File: src/hdl/tfs_pkg.sv
// Shared types and constants for the triangle fan subdivider.
package tfs_pkg;

    // Width of the split count configuration register.
    localparam int CFG_W = 7;

    // Number of vertices per triangle and coordinates per vertex.
    localparam int NUM_VERTS = 3;
    localparam int NUM_AXES  = 3;

    // Coordinate positions inside a vertex.
    localparam int AXIS_X = 0;
    localparam int AXIS_Y = 1;
    localparam int AXIS_Z = 2;

    // Vertex codes used for apex selection.
    typedef enum logic [1:0] {
        VTX_A = 2'd0,
        VTX_B = 2'd1,
        VTX_C = 2'd2
    } t_vtx;

    // Sequencer states.
    typedef enum logic [2:0] {
        S_IDLE,
        S_DIV_GO,
        S_DIV_WAIT,
        S_STEP,
        S_EMIT
    } t_state;

    // Handshake between the sequencer and the shared divider.
    typedef struct packed {
        logic start;
    } t_div_req;

    typedef struct packed {
        logic done;
        logic busy;
    } t_div_stat;

endpackage

File: src/hdl/tfs_if.sv
// Channel interfaces: triangle requests, fan piece results and configuration writes.
interface tfs_tri_if #(parameter int COORD_BITS = 24);
    logic                         valid;
    logic                         ready;
    logic signed [COORD_BITS-1:0] a_x;
    logic signed [COORD_BITS-1:0] a_y;
    logic signed [COORD_BITS-1:0] a_z;
    logic signed [COORD_BITS-1:0] b_x;
    logic signed [COORD_BITS-1:0] b_y;
    logic signed [COORD_BITS-1:0] b_z;
    logic signed [COORD_BITS-1:0] c_x;
    logic signed [COORD_BITS-1:0] c_y;
    logic signed [COORD_BITS-1:0] c_z;

    modport source (output valid, a_x, a_y, a_z, b_x, b_y, b_z, c_x, c_y, c_z,
                    input ready);
    modport sink   (input valid, a_x, a_y, a_z, b_x, b_y, b_z, c_x, c_y, c_z,
                    output ready);
endinterface

interface tfs_piece_if #(parameter int COORD_BITS = 24);
    logic                         valid;
    logic                         ready;
    logic signed [COORD_BITS-1:0] apex_x;
    logic signed [COORD_BITS-1:0] apex_y;
    logic signed [COORD_BITS-1:0] apex_z;
    logic signed [COORD_BITS-1:0] near_x;
    logic signed [COORD_BITS-1:0] near_y;
    logic signed [COORD_BITS-1:0] near_z;
    logic signed [COORD_BITS-1:0] far_x;
    logic signed [COORD_BITS-1:0] far_y;
    logic signed [COORD_BITS-1:0] far_z;
    logic                         last_piece;

    modport source (output valid, apex_x, apex_y, apex_z, near_x, near_y, near_z,
                    far_x, far_y, far_z, last_piece, input ready);
    modport sink   (input valid, apex_x, apex_y, apex_z, near_x, near_y, near_z,
                    far_x, far_y, far_z, last_piece, output ready);
endinterface

interface tfs_cfg_if;
    logic                       valid;
    logic                       ready;
    logic [tfs_pkg::CFG_W-1:0]  split_count;

    modport source (output valid, split_count, input ready);
    modport sink   (input valid, split_count, output ready);
endinterface

File: src/hdl/tfs_div.sv
// Shared iterative restoring divider, one quotient bit per cycle.
module tfs_div #(
    parameter int DIVIDEND_W = 24,
    parameter int DIVISOR_W  = 7
) (
    input  logic                   i_clk,
    input  logic                   i_rst_n,
    input  tfs_pkg::t_div_req      i_req,
    input  logic [DIVIDEND_W-1:0]  i_dividend,
    input  logic [DIVISOR_W-1:0]   i_divisor,
    output tfs_pkg::t_div_stat     o_stat,
    output logic [DIVIDEND_W-1:0]  o_quot,
    output logic [DIVISOR_W-1:0]   o_rem
);
    import tfs_pkg::*;

    localparam int CNT_W = $clog2(DIVIDEND_W + 1);

    logic [DIVIDEND_W-1:0] r_work, n_work;
    logic [DIVISOR_W-1:0]  r_rem, n_rem;
    logic [DIVISOR_W-1:0]  r_dvs, n_dvs;
    logic [CNT_W-1:0]      r_cnt, n_cnt;
    logic                  r_busy, n_busy;
    logic                  r_done, n_done;

    logic [DIVISOR_W:0]    shifted;
    logic [DIVISOR_W:0]    trial;
    logic                  fits;

    // One restoring step: shift in the next dividend bit and try a subtract.
    always_comb begin
        shifted = {r_rem, r_work[DIVIDEND_W-1]};
        trial   = shifted - {1'b0, r_dvs};
        fits    = (shifted >= {1'b0, r_dvs});
    end

    // Next state of the divider.
    always_comb begin
        n_work = r_work;
        n_rem  = r_rem;
        n_dvs  = r_dvs;
        n_cnt  = r_cnt;
        n_busy = r_busy;
        n_done = 1'b0;
        if (i_req.start) begin
            n_work = i_dividend;
            n_rem  = '0;
            n_dvs  = i_divisor;
            n_cnt  = CNT_W'(DIVIDEND_W);
            n_busy = 1'b1;
        end else if (r_busy) begin
            n_work = {r_work[DIVIDEND_W-2:0], fits};
            n_rem  = fits ? trial[DIVISOR_W-1:0] : shifted[DIVISOR_W-1:0];
            n_cnt  = r_cnt - 1'b1;
            if (r_cnt == CNT_W'(1)) begin
                n_busy = 1'b0;
                n_done = 1'b1;
            end
        end
    end

    // Control registers take reset; the datapath does not.
    always_ff @(posedge i_clk) begin
        if (!i_rst_n) begin
            r_busy <= 1'b0;
            r_done <= 1'b0;
            r_cnt  <= '0;
        end else begin
            r_busy <= n_busy;
            r_done <= n_done;
            r_cnt  <= n_cnt;
        end
        r_work <= n_work;
        r_rem  <= n_rem;
        r_dvs  <= n_dvs;
    end

    assign o_stat.done = r_done;
    assign o_stat.busy = r_busy;
    assign o_quot      = r_work;
    assign o_rem       = r_rem;

endmodule

File: src/hdl/triangle_fan_subdivide.sv
// Top level of the triangle fan subdivider: sequencer, step unit and output register.
//
// Each triangle request is split into a fan of n = min(split_count, MAX_PIECES)
// pieces sharing the apex (the vertex with strictly greatest Y, vertex 2 on ties);
// a count of zero returns the triangle unchanged as a single piece. The block
// works on one triangle at a time and is not ready while it does. With a nonzero
// count the edge opposite the apex is divided by n once per axis on the shared
// divider, and then each piece takes three accumulate steps on the shared adder,
// one per axis, and a load of the output register, which waits while the result
// side stalls.
// The output register lets the last piece wait while the next triangle is taken.
module triangle_fan_subdivide #(
    parameter int MAX_PIECES = 64,
    parameter int COORD_BITS = 24
) (
    input  logic         i_clk,
    input  logic         i_rst_n,
    tfs_cfg_if.sink      i_cfg,
    tfs_tri_if.sink      i_tri,
    tfs_piece_if.source  o_piece
);
    import tfs_pkg::*;

    localparam int N_W = $clog2(MAX_PIECES + 1);
    localparam int C_W = COORD_BITS;

    // Configuration register.
    logic [CFG_W-1:0] r_split_count;

    // Sequencer registers.
    t_state      r_state, n_state;
    logic [1:0]  r_ci, n_ci;
    logic [N_W-1:0] r_n;
    logic [N_W-1:0] r_k;
    logic        r_pass;

    // Triangle and accumulator registers, one entry per axis.
    logic signed [C_W-1:0] r_apex [NUM_AXES];
    logic signed [C_W-1:0] r_adj1 [NUM_AXES];
    logic signed [C_W-1:0] r_adj2 [NUM_AXES];
    logic signed [C_W-1:0] r_near [NUM_AXES];
    logic [C_W-1:0]        r_qdiv [NUM_AXES];
    logic [N_W-1:0]        r_rdiv [NUM_AXES];
    logic [C_W-1:0]        r_qacc [NUM_AXES];
    logic [N_W-1:0]        r_racc [NUM_AXES];
    logic                  r_neg  [NUM_AXES];

    // Output register.
    logic                  r_o_valid, n_o_valid;
    logic signed [C_W-1:0] r_o_apex [NUM_AXES];
    logic signed [C_W-1:0] r_o_near [NUM_AXES];
    logic signed [C_W-1:0] r_o_far  [NUM_AXES];
    logic                  r_o_last;

    // Input vertices as an array, vertex by axis.
    logic signed [C_W-1:0] in_v [NUM_VERTS][NUM_AXES];
    t_vtx                  apex_sel, adj1_sel, adj2_sel;
    logic [N_W-1:0]        eff_n;
    logic                  tri_acc;

    // Divider connection.
    t_div_req              div_req;
    t_div_stat             div_stat;
    logic [C_W-1:0]        div_quot;
    logic [N_W-1:0]        div_rem;
    logic signed [C_W:0]   edge_diff;
    logic [C_W:0]          edge_abs;

    // Step unit signals.
    logic [N_W:0]          step_rsum;
    logic [N_W:0]          step_rsub;
    logic                  step_wrap;
    logic [C_W-1:0]        step_qacc;
    logic [N_W-1:0]        step_racc;

    // Cut point per axis from the accumulated quotient.
    logic signed [C_W-1:0] far_pt [NUM_AXES];
    logic [C_W:0]          far_mag [NUM_AXES];
    logic [C_W:0]          far_off [NUM_AXES];
    logic [C_W:0]          far_sum [NUM_AXES];

    logic                  out_free;
    logic                  load_out;
    logic                  piece_last;
    logic [N_W-1:0]        n_minus1;

    // Gather the request payload.
    always_comb begin
        in_v[VTX_A][AXIS_X] = i_tri.a_x;
        in_v[VTX_A][AXIS_Y] = i_tri.a_y;
        in_v[VTX_A][AXIS_Z] = i_tri.a_z;
        in_v[VTX_B][AXIS_X] = i_tri.b_x;
        in_v[VTX_B][AXIS_Y] = i_tri.b_y;
        in_v[VTX_B][AXIS_Z] = i_tri.b_z;
        in_v[VTX_C][AXIS_X] = i_tri.c_x;
        in_v[VTX_C][AXIS_Y] = i_tri.c_y;
        in_v[VTX_C][AXIS_Z] = i_tri.c_z;
    end

    // Apex is the vertex with strictly greatest Y; vertex C wins any tie.
    always_comb begin
        if (i_tri.a_y > i_tri.b_y && i_tri.a_y > i_tri.c_y) begin
            apex_sel = VTX_A;
            adj1_sel = VTX_B;
            adj2_sel = VTX_C;
        end else if (i_tri.b_y > i_tri.a_y && i_tri.b_y > i_tri.c_y) begin
            apex_sel = VTX_B;
            adj1_sel = VTX_C;
            adj2_sel = VTX_A;
        end else begin
            apex_sel = VTX_C;
            adj1_sel = VTX_A;
            adj2_sel = VTX_B;
        end
    end

    // Piece count saturates at the configured maximum.
    assign eff_n = (r_split_count > CFG_W'(MAX_PIECES)) ? N_W'(MAX_PIECES)
                                                        : r_split_count[N_W-1:0];

    assign tri_acc     = i_tri.valid && i_tri.ready;
    assign i_tri.ready = (r_state == S_IDLE);
    assign i_cfg.ready = 1'b1;

    // Configuration write.
    always_ff @(posedge i_clk) begin
        if (!i_rst_n) begin
            r_split_count <= '0;
        end else if (i_cfg.valid && i_cfg.ready) begin
            r_split_count <= i_cfg.split_count;
        end
    end

    // Edge length magnitude for the current axis feeds the divider.
    always_comb begin
        edge_diff = {r_adj2[r_ci][C_W-1], r_adj2[r_ci]} - {r_adj1[r_ci][C_W-1], r_adj1[r_ci]};
        edge_abs  = edge_diff[C_W] ? (~edge_diff + 1'b1) : edge_diff;
    end

    assign div_req.start = (r_state == S_DIV_GO);

    tfs_div #(
        .DIVIDEND_W (C_W),
        .DIVISOR_W  (N_W)
    ) u_div (
        .i_clk      (i_clk),
        .i_rst_n    (i_rst_n),
        .i_req      (div_req),
        .i_dividend (edge_abs[C_W-1:0]),
        .i_divisor  (r_n),
        .o_stat     (div_stat),
        .o_quot     (div_quot),
        .o_rem      (div_rem)
    );

    // Shared step unit: advance the quotient and remainder of one axis by one piece.
    always_comb begin
        step_rsum = {1'b0, r_racc[r_ci]} + {1'b0, r_rdiv[r_ci]};
        step_wrap = (step_rsum >= {1'b0, r_n});
        step_rsub = step_rsum - {1'b0, r_n};
        step_racc = step_wrap ? step_rsub[N_W-1:0] : step_rsum[N_W-1:0];
        step_qacc = r_qacc[r_ci] + r_qdiv[r_ci] + C_W'(step_wrap);
    end

    // Cut point = adjacent vertex plus the signed accumulated offset.
    always_comb begin
        for (int a = 0; a < NUM_AXES; a++) begin
            far_mag[a] = {1'b0, r_qacc[a]};
            far_off[a] = r_neg[a] ? (~far_mag[a] + 1'b1) : far_mag[a];
            far_sum[a] = {r_adj1[a][C_W-1], r_adj1[a]} + far_off[a];
            far_pt[a]  = far_sum[a][C_W-1:0];
        end
    end

    assign n_minus1   = r_n - 1'b1;
    assign piece_last = r_pass || (r_k == n_minus1);
    assign out_free   = !r_o_valid || o_piece.ready;
    assign load_out   = (r_state == S_EMIT) && out_free;

    // Sequencer next state.
    always_comb begin
        n_state = r_state;
        n_ci    = r_ci;
        case (r_state)
            S_IDLE: begin
                n_ci = 2'd0;
                if (tri_acc) begin
                    n_state = (eff_n == '0) ? S_EMIT : S_DIV_GO;
                end
            end
            S_DIV_GO: begin
                n_state = S_DIV_WAIT;
            end
            S_DIV_WAIT: begin
                if (div_stat.done) begin
                    if (r_ci == 2'(NUM_AXES - 1)) begin
                        n_ci    = 2'd0;
                        n_state = S_STEP;
                    end else begin
                        n_ci    = r_ci + 1'b1;
                        n_state = S_DIV_GO;
                    end
                end
            end
            S_STEP: begin
                if (r_ci == 2'(NUM_AXES - 1)) begin
                    n_ci    = 2'd0;
                    n_state = S_EMIT;
                end else begin
                    n_ci = r_ci + 1'b1;
                end
            end
            S_EMIT: begin
                if (out_free) begin
                    n_state = piece_last ? S_IDLE : S_STEP;
                end
            end
            default: begin
                n_state = S_IDLE;
            end
        endcase
    end

    // Output valid next value.
    always_comb begin
        if (load_out) begin
            n_o_valid = 1'b1;
        end else if (o_piece.ready) begin
            n_o_valid = 1'b0;
        end else begin
            n_o_valid = r_o_valid;
        end
    end

    // Control registers.
    always_ff @(posedge i_clk) begin
        if (!i_rst_n) begin
            r_state   <= S_IDLE;
            r_ci      <= 2'd0;
            r_o_valid <= 1'b0;
        end else begin
            r_state   <= n_state;
            r_ci      <= n_ci;
            r_o_valid <= n_o_valid;
        end
    end

    // Triangle capture, divider results, accumulation and piece counter.
    always_ff @(posedge i_clk) begin
        if (r_state == S_IDLE && tri_acc) begin
            r_n    <= eff_n;
            r_k    <= '0;
            r_pass <= (eff_n == '0);
            for (int a = 0; a < NUM_AXES; a++) begin
                if (eff_n == '0) begin
                    r_apex[a] <= in_v[VTX_A][a];
                    r_adj1[a] <= in_v[VTX_B][a];
                    r_adj2[a] <= in_v[VTX_C][a];
                    r_near[a] <= in_v[VTX_B][a];
                end else begin
                    r_apex[a] <= in_v[apex_sel][a];
                    r_adj1[a] <= in_v[adj1_sel][a];
                    r_adj2[a] <= in_v[adj2_sel][a];
                    r_near[a] <= in_v[adj1_sel][a];
                end
            end
        end
        if (r_state == S_DIV_GO) begin
            r_neg[r_ci] <= edge_diff[C_W];
        end
        if (r_state == S_DIV_WAIT && div_stat.done) begin
            r_qdiv[r_ci] <= div_quot;
            r_rdiv[r_ci] <= div_rem;
            r_qacc[r_ci] <= '0;
            r_racc[r_ci] <= '0;
        end
        if (r_state == S_STEP) begin
            r_qacc[r_ci] <= step_qacc;
            r_racc[r_ci] <= step_racc;
        end
        if (load_out) begin
            r_k <= r_k + 1'b1;
            for (int a = 0; a < NUM_AXES; a++) begin
                r_near[a] <= far_pt[a];
            end
        end
    end

    // Output register load.
    always_ff @(posedge i_clk) begin
        if (load_out) begin
            r_o_last <= piece_last;
            for (int a = 0; a < NUM_AXES; a++) begin
                r_o_apex[a] <= r_apex[a];
                r_o_near[a] <= r_near[a];
                r_o_far[a]  <= r_pass ? r_adj2[a] : far_pt[a];
            end
        end
    end

    // Drive the result channel.
    assign o_piece.valid      = r_o_valid;
    assign o_piece.apex_x     = r_o_apex[AXIS_X];
    assign o_piece.apex_y     = r_o_apex[AXIS_Y];
    assign o_piece.apex_z     = r_o_apex[AXIS_Z];
    assign o_piece.near_x     = r_o_near[AXIS_X];
    assign o_piece.near_y     = r_o_near[AXIS_Y];
    assign o_piece.near_z     = r_o_near[AXIS_Z];
    assign o_piece.far_x      = r_o_far[AXIS_X];
    assign o_piece.far_y      = r_o_far[AXIS_Y];
    assign o_piece.far_z      = r_o_far[AXIS_Z];
    assign o_piece.last_piece = r_o_last;

endmodule

File: src/flat_wrapper.sv
// flat-port wrapper written by rule: the top's interface ports become plain ports
module triangle_fan_subdivide_flat import tfs_pkg::*;
#(
    parameter int MAX_PIECES = 64,
    parameter int COORD_BITS = 24
)
  (i_clk, i_rst_n, i_cfg_valid, i_cfg_split_count, i_cfg_ready, i_tri_valid, i_tri_a_x, i_tri_a_y, i_tri_a_z, i_tri_b_x, i_tri_b_y, i_tri_b_z, i_tri_c_x, i_tri_c_y, i_tri_c_z, i_tri_ready, o_piece_valid, o_piece_apex_x, o_piece_apex_y, o_piece_apex_z, o_piece_near_x, o_piece_near_y, o_piece_near_z, o_piece_far_x, o_piece_far_y, o_piece_far_z, o_piece_last_piece, o_piece_ready);
  tfs_cfg_if i_cfg_i ();
  tfs_tri_if #(.COORD_BITS(COORD_BITS)) i_tri_i ();
  tfs_piece_if #(.COORD_BITS(COORD_BITS)) o_piece_i ();
  input  logic i_clk;
  input  logic i_rst_n;
  input wire logic [$bits(i_cfg_i.valid)-1:0] i_cfg_valid;
  input wire logic [$bits(i_cfg_i.split_count)-1:0] i_cfg_split_count;
  output wire logic [$bits(i_cfg_i.ready)-1:0] i_cfg_ready;
  input wire logic [$bits(i_tri_i.valid)-1:0] i_tri_valid;
  input wire logic [$bits(i_tri_i.a_x)-1:0] i_tri_a_x;
  input wire logic [$bits(i_tri_i.a_y)-1:0] i_tri_a_y;
  input wire logic [$bits(i_tri_i.a_z)-1:0] i_tri_a_z;
  input wire logic [$bits(i_tri_i.b_x)-1:0] i_tri_b_x;
  input wire logic [$bits(i_tri_i.b_y)-1:0] i_tri_b_y;
  input wire logic [$bits(i_tri_i.b_z)-1:0] i_tri_b_z;
  input wire logic [$bits(i_tri_i.c_x)-1:0] i_tri_c_x;
  input wire logic [$bits(i_tri_i.c_y)-1:0] i_tri_c_y;
  input wire logic [$bits(i_tri_i.c_z)-1:0] i_tri_c_z;
  output wire logic [$bits(i_tri_i.ready)-1:0] i_tri_ready;
  output wire logic [$bits(o_piece_i.valid)-1:0] o_piece_valid;
  output wire logic [$bits(o_piece_i.apex_x)-1:0] o_piece_apex_x;
  output wire logic [$bits(o_piece_i.apex_y)-1:0] o_piece_apex_y;
  output wire logic [$bits(o_piece_i.apex_z)-1:0] o_piece_apex_z;
  output wire logic [$bits(o_piece_i.near_x)-1:0] o_piece_near_x;
  output wire logic [$bits(o_piece_i.near_y)-1:0] o_piece_near_y;
  output wire logic [$bits(o_piece_i.near_z)-1:0] o_piece_near_z;
  output wire logic [$bits(o_piece_i.far_x)-1:0] o_piece_far_x;
  output wire logic [$bits(o_piece_i.far_y)-1:0] o_piece_far_y;
  output wire logic [$bits(o_piece_i.far_z)-1:0] o_piece_far_z;
  output wire logic [$bits(o_piece_i.last_piece)-1:0] o_piece_last_piece;
  input wire logic [$bits(o_piece_i.ready)-1:0] o_piece_ready;
  assign i_cfg_i.valid = i_cfg_valid;
  assign i_cfg_i.split_count = i_cfg_split_count;
  assign i_cfg_ready = i_cfg_i.ready;
  assign i_tri_i.valid = i_tri_valid;
  assign i_tri_i.a_x = i_tri_a_x;
  assign i_tri_i.a_y = i_tri_a_y;
  assign i_tri_i.a_z = i_tri_a_z;
  assign i_tri_i.b_x = i_tri_b_x;
  assign i_tri_i.b_y = i_tri_b_y;
  assign i_tri_i.b_z = i_tri_b_z;
  assign i_tri_i.c_x = i_tri_c_x;
  assign i_tri_i.c_y = i_tri_c_y;
  assign i_tri_i.c_z = i_tri_c_z;
  assign i_tri_ready = i_tri_i.ready;
  assign o_piece_valid = o_piece_i.valid;
  assign o_piece_apex_x = o_piece_i.apex_x;
  assign o_piece_apex_y = o_piece_i.apex_y;
  assign o_piece_apex_z = o_piece_i.apex_z;
  assign o_piece_near_x = o_piece_i.near_x;
  assign o_piece_near_y = o_piece_i.near_y;
  assign o_piece_near_z = o_piece_i.near_z;
  assign o_piece_far_x = o_piece_i.far_x;
  assign o_piece_far_y = o_piece_i.far_y;
  assign o_piece_far_z = o_piece_i.far_z;
  assign o_piece_last_piece = o_piece_i.last_piece;
  assign o_piece_i.ready = o_piece_ready;
  triangle_fan_subdivide #(.MAX_PIECES(MAX_PIECES), .COORD_BITS(COORD_BITS)) u_core (.i_clk(i_clk), .i_rst_n(i_rst_n), .i_cfg(i_cfg_i), .i_tri(i_tri_i), .o_piece(o_piece_i));
endmodule
File: config.mk
export PLATFORM = sky130hd
export DESIGN_NAME = triangle_fan_subdivide_flat
export DESIGN_NICKNAME = d
export VERILOG_FILES = /design/src/hdl/tfs_pkg.sv /design/src/hdl/tfs_if.sv /design/src/hdl/tfs_div.sv /design/src/hdl/triangle_fan_subdivide.sv /design/src/flat_wrapper.sv
export SDC_FILE = /design/constraint.sdc
export NUM_CORES = 2
export LEC_CHECK = 0
export BUFFER_PORTS_ARGS = -buffer_cell sky130_fd_sc_hd__clkbuf_2
export CORE_MARGIN = 2
export CORE_UTILIZATION = 40
export CTS_BUF_LIST = sky130_fd_sc_hd__clkbuf_8 sky130_fd_sc_hd__clkbuf_16
export CTS_CLUSTER_SIZE = 20
export DETAILED_ROUTE_END_ITERATION = 12
export PLACE_DENSITY_LB_ADDON = 0.1
export SYNTH_ARGS = -nofsm -noshare
export SYNTH_HDL_FRONTEND = slang
export SYNTH_SLANG_ARGS = --single-unit
File: constraint.sdc
create_clock -name i_clk -period 10.25 [get_ports i_clk]
set_input_delay 1.5375 -clock i_clk [delete_from_list [all_inputs] [get_ports i_clk]]
set_output_delay 1.5375 -clock i_clk [all_outputs]
set_load 0.01 [all_outputs]
Word level (Yosys, flattened, before mapping) --
Memories as Yosys holds them, arrays and structs flattened. A register that Yosys moved wholly into a read port is not among the register bits. Cells that the tools add are included.
Word-level totals: memories 12, RAM bits 693, logic and storage cells 201, bits in registers 74, output and inout port bits 220, bits of input ports 228
Operators by class: bitwise operators 26, mux-type cells 91, reduce and logical (&&, ||, !) cells 19, $add $sub $neg 17, magnitude comparators 10, equality and inequality tests 11
Memory list:
- u_core.r_adj1 | depth 3, bits a word 24, read ports 4, clocked after memory_dff 1, wr ports 3, RTL line triangle_fan_subdivide.sv:39 | logic signed [C_W-1:0] r_adj1 [NUM_AXES];
- u_core.r_adj2 | depth 3, bits a word 24, read ports 4, clocked after memory_dff 1, wr ports 3, RTL line triangle_fan_subdivide.sv:40 | logic signed [C_W-1:0] r_adj2 [NUM_AXES];
- u_core.r_apex | depth 3, bits a word 24, read ports 3, clocked after memory_dff 0, wr ports 3, RTL line triangle_fan_subdivide.sv:38 | logic signed [C_W-1:0] r_apex [NUM_AXES];
- u_core.r_near | depth 3, bits a word 24, read ports 3, clocked after memory_dff 0, wr ports 3, RTL line triangle_fan_subdivide.sv:41 | logic signed [C_W-1:0] r_near [NUM_AXES];
- u_core.r_o_apex | depth 3, bits a word 24, read ports 3, clocked after memory_dff 0, wr ports 3, RTL line triangle_fan_subdivide.sv:50 | logic signed [C_W-1:0] r_o_apex [NUM_AXES];
- u_core.r_o_far | depth 3, bits a word 24, read ports 3, clocked after memory_dff 0, wr ports 3, RTL line triangle_fan_subdivide.sv:52 | logic signed [C_W-1:0] r_o_far [NUM_AXES];
- 6 more memories
Operators by type and width (number):
- two-way mux 24 bit | 25
- binary-select mux 72 bit (select 2 bit) | 3
- two-way mux 72 bit | 6
- adder 24 x 1 -> 24 bit (second input constant) | 4
- adder 24 bit | 4
- > comparator 24 bit | 4
- NOT 24 bit | 4
- two-way mux 2 bit | 21
- two-way mux 7 bit | 6
- subtractor 24 x 24 -> 25 bit | 1
- adder 24 x 1 -> 24 bit | 1
- two-way mux 1 bit | 21
- bitwise OR 1 bit | 17
- >= comparator 8 x 7 -> 1 bit | 2
- two-way mux 3 bit | 5
- case mux 3 bit (5 select lines) | 1
- subtractor 7 bit | 2
- two-way mux 5 bit | 2
- >= comparator 3 bit (second input constant) | 3
- NOT 2 -> 3 bit | 3
- adder 7 x 7 -> 8 bit | 1
- adder 7 x 1 -> 7 bit (second input constant) | 1
- equality test 7 bit | 1
- > comparator 7 bit (second input constant) | 1
- 23 further kinds | 35

Longest topological paths before layout --
depth after elaboration 10, mapped depth 32, gate-level depth less buffers 27

By module --
From an unflattened synthesis, not the netlist that was laid out.
Unflattened totals: cells, all modules 3953, area total of the unflattened synthesis 43708.2 µm²
Modules (own cells, without submodules):
- triangle_fan_subdivide | seq. area each 22311.4 µm², instances 1, area an instance 41339.6 µm², cells each 3758
- tfs_div | seq. area each 1211.2 µm², instances 1, area an instance 2368.5 µm², cells each 195

Worst setup path after synthesis --
OpenSTA, ideal clock, no wires.
kind input to register, start point in o_piece_ready, end point mem u_core.r_near[0][35] (netlist name) (data pin), required time 10.082 ns, arrival 8.884 ns, library setup time 0.168 ns, setup slack 1.197 ns, path buffers 2, stages 6, cells stage by stage nand2b_1 > nand3_2 > clkinv_1 > clkbuf_1 > clkbuf_1 > o21a_1
RTL lines:
- from (decl) | RTL line flat_wrapper.sv:38 | input wire logic [$bits(o_piece_i.ready)-1:0] o_piece_ready;
- to (decl) | RTL line triangle_fan_subdivide.sv:41

==> flow_metrics.tcl <==
set metrics [dict create \
    synth_adder_area_share 0.06733 \
    dr_total_vias 32165 \
    drt-vias-per-instance 5.717 \
    worst_pin_slew_ns 1.099 \
    mostFrequentLayoutCells "edfxtp_1 (764), nand2_1 (491), o21ai_0 (447)" \
    cts-root-buf "clkbuf_16" \
    clockBufferDepth 3 \
    slew_headroom 0.2595 \
    final_common_cell "edfxtp_1" \
    routed_wirelength_mm 148.3 \
    cap_violations 0 \
    p_sw_w 0.005148 \
    drc 0 \
    synth_xor_area_frac 0.04339 \
    core-area_mm2 0.1066 \
    synth_top_family_by_area "compound AO/OA/AOI/OAI gates" \
    grt_pass1_vias 29915 \
    setup_viol 0 \
    start_util 0.4017 \
    post-route-period-util 0.7027 \
    run_status "completed" \
    p_per_area_mw_per_mm2 271.0 \
    drtAntennaViolNets 0 \
    power.share.clock 0.257 \
    avgRoutedWirePerCell_um 26.36 \
    cts_tree "done" \
    dieArea_mm2 0.1097 \
    synth_edf_count 764 \
    peakVddDrop_mv 0.1372 \
    cp-start-kind "flop" \
    die_y_um 331.2 \
    setup_ws_ns 3.048 \
    critPathArrivalTime_ns 7.68 \
    pin_count 448 \
    cts-hold-fix-buffers 0 \
    synthFlopType "edfxtp_1" \
    maxSlewViolCount 0 \
    synth-simple-area-share 0.09576 \
    synthDistinctLibCells 84 \
    synth_seq_cells 793 \
    antenna_found_initial 11 \
    tns_ns 0 \
    power_w 0.01344 \
    syn_area_per_cell_um2 11.37 \
    drt_iter0_drc 3487 \
    nNetsFinal 4595 \
    ctsResizeCount 0 \
    cts_sinks 793 \
    grt_max_degree 163 \
    htree_levels 3 \
    dpl.hpwl_mm 110.0 \
    gp_congestion 0.9066 \
    ys_async_sr_fraction 0 \
    drive_above_1_share 0.1740 \
    skew_ns 0.04240 \
    fin_crit_ns 7.202 \
    die_width_um 331.2 \
    cp-end-kind "flop" \
    syn2layout_area_growth_pct 15.83 \
    max_freq_mhz 138.8 \
    critPathKind "flop to flop" \
    netSwitchingFraction 0.3830 \
    cts_setup_buffers 0 \
    hp-class "flop to flop" \
    yosysSeqAreaShare 0.5494 \
    synth_nets 4220 \
    seqPwrFrac 0.389 \
    netlist_instances 3767 \
    rsz0062_at_grt "no" \
    grt_overflow 0 \
    fill_cells 9942 \
    grt_pass1_wl_mm 208.2 \
    hold_viol 0 \
    internal_power_w 0.008293 \
    yosys_warnings 0 \
    required_ns 10.73 \
    muxShareOfSynthArea 0.05067 \
    cts.clk_slew.worst_paths_ns 0.06 \
    p_leak_nw 18.71 \
    synth_compound_area_frac 0.1647 \
    p_comb_frac 0.354 \
    cts_inserted_buffers 90 \
    dp_worst_setup_slack_ns 3.014 \
    io_buffers 446 \
    gr-usage-all-layers 0.2625 \
    synthesis.area_mm2 0.04282 \
    first_pass_iters 8 \
    critPathMaxFanout 140 \
    rows 120 \
    clock_latency_ns 0.70 \
]
cell families (layout without fill, tap and decap cells):
group                    count (synthesis)  count (layout)
AND/OR/NAND/NOR                        910             910
flip-flops                             793             793
XOR/XNOR                               210             210
other                                    1               5
AO/OA/AOI/OAI                         1128            1128
adder cells (fa/ha/maj)                225             225
buffers and inverters                  320             772
multiplexers                           180             180
cells in the mapped netlist (all sizes together), types with 18 or more instances:
| library cell | n | share of area |
|---|---|---|
| xor2 | 62 | 0.013 |
| nand3 | 36 | 0.0043 |
| a21o | 57 | 0.010 |
| nor3 | 37 | 0.0043 |
| a31oi | 20 | 0.0029 |
| o211ai | 20 | 0.0035 |
| nor2b | 41 | 0.0060 |
| buf | 34 | 0.0037 |
| mux4 | 24 | 0.013 |
| nand2b | 35 | 0.0051 |
| xnor2 | 148 | 0.031 |
| o21bai | 19 | 0.0033 |
| ha | 216 | 0.063 |
| inv | 125 | 0.011 |
| edfxtp | 764 | 0.54 |
| or3 | 18 | 0.0027 |
| nand2 | 493 | 0.043 |
| dfxtp | 29 | 0.014 |
| nand4 | 26 | 0.0038 |
| o21a | 62 | 0.011 |
| o31ai | 23 | 0.0040 |
| o21ai | 449 | 0.052 |
| a22oi | 218 | 0.038 |
| mux2i | 105 | 0.025 |
| clkbuf | 159 | 0.014 |
| nor2 | 143 | 0.013 |
| a211oi | 19 | 0.0033 |
| a21oi | 160 | 0.019 |
| mux2 | 51 | 0.013 |
worst max-delay path: stages (launching register included):
cell       delay (ns)
dfxtp_4          0.71
buf_12           0.52
o21ai_0          0.23
ha_1             0.34
inv_1            0.08
nor2_1           0.05
nor2_1           0.14
o21bai_1         0.09
a21oi_1          0.17
xnor2_1          0.17
ha_1             0.29
nand3_1          0.09
nor2_1           0.04
a2111oi_0        0.57
and2_1           0.53
fa_1             0.37
fa_1             0.22
nor2b_1          0.06
o21ai_0          0.23
a21oi_1          0.14
o21ai_0          0.50
o31ai_1          0.22
nor4_1           0.21
nor3_1           0.12
a211oi_1         0.43
a21oi_1          0.16
mux2i_1          0.29
metrics by stage:
step           utilization  std cells  hold WS [ns]  cell area [µm²]
4_1_cts             0.4652       5622        0.4070            49590
2_1_floorplan            -       3767        0.4003            42820
5_1_grt             0.4652       5625        0.4030            49590
6_report            0.4652       5626        0.3988            49600
3_5_place_dp        0.4355       5453        0.4045            46420
3_3_place_gp        0.4355       5453        0.4005            46420
registers in the layout (all words and copies together) (netlist names), 21 cells and up, named ones only:
signal	count
u_core.r_qacc	96
u_core.r_adj1	72
u_core.r_adj2	72
u_core.r_apex	72
u_core.r_near	72
u_core.r_o_apex	72
u_core.r_o_far	72
u_core.r_o_near	72
u_core.r_qdiv	72
u_core.u_div.o_quot	24
u_core.r_racc	21
u_core.r_rdiv	21
metal layers:
layer | global-route usage | up-vias | routed length [µm]
li1 | - | 14927 | -
met1 | 0.3632 | 15973 | 63870
met2 | 0.4284 | 1081 | 71190
met3 | 0.04085 | 178 | 9091
met4 | 0.07305 | 6 | 4112
met5 | 0 | - | 40
power groups by stage:
stage	Combinational [W]	Sequential (W)	Clock, W
floorplan	0.00311	0.00507	0
global placement	0.00474	0.00528	0
detailed placement	0.00473	0.00527	0
CTS	0.00477	0.00522	0.00351
global route	0.00520	0.00527	0.00362
finish	0.00476	0.00523	0.00345
worst paths after layout:
check,start,cells past startpoint,slack [ns],end
worst max-delay path,flop,26,3.05,u_core.r_qacc[3][22]$_DFFE_PP_
worst min-delay path,u_core.r_near[0][33]$_DFFE_PP_,0,0.40,u_core.r_o_near[0][33]$_DFFE_PP_
worst max register to register,flop,26,3.05,u_core.r_qacc[3][22]$_DFFE_PP_
worst min register to register,u_core.r_near[0][33]$_DFFE_PP_,0,0.40,u_core.r_o_near[0][33]$_DFFE_PP_
cell type report:
cell class / count / area (µm²) / share of cell area
sequential: 793 / 23530 / 0.4744
multi-input combinational: 2654 / 18130 / 0.3655
timing repair buffer: 476 / 2520 / 0.05081
clock buffer: 91 / 2266 / 0.04569
tap: 1403 / 1755 / 0.03539
clock inverter: 78 / 895.9 / 0.01806
inverter: 127 / 491.7 / 0.009914
antenna: 4 / 10.01 / 0.0002018
No activity file was read; power rests on OpenSTA's default activity.
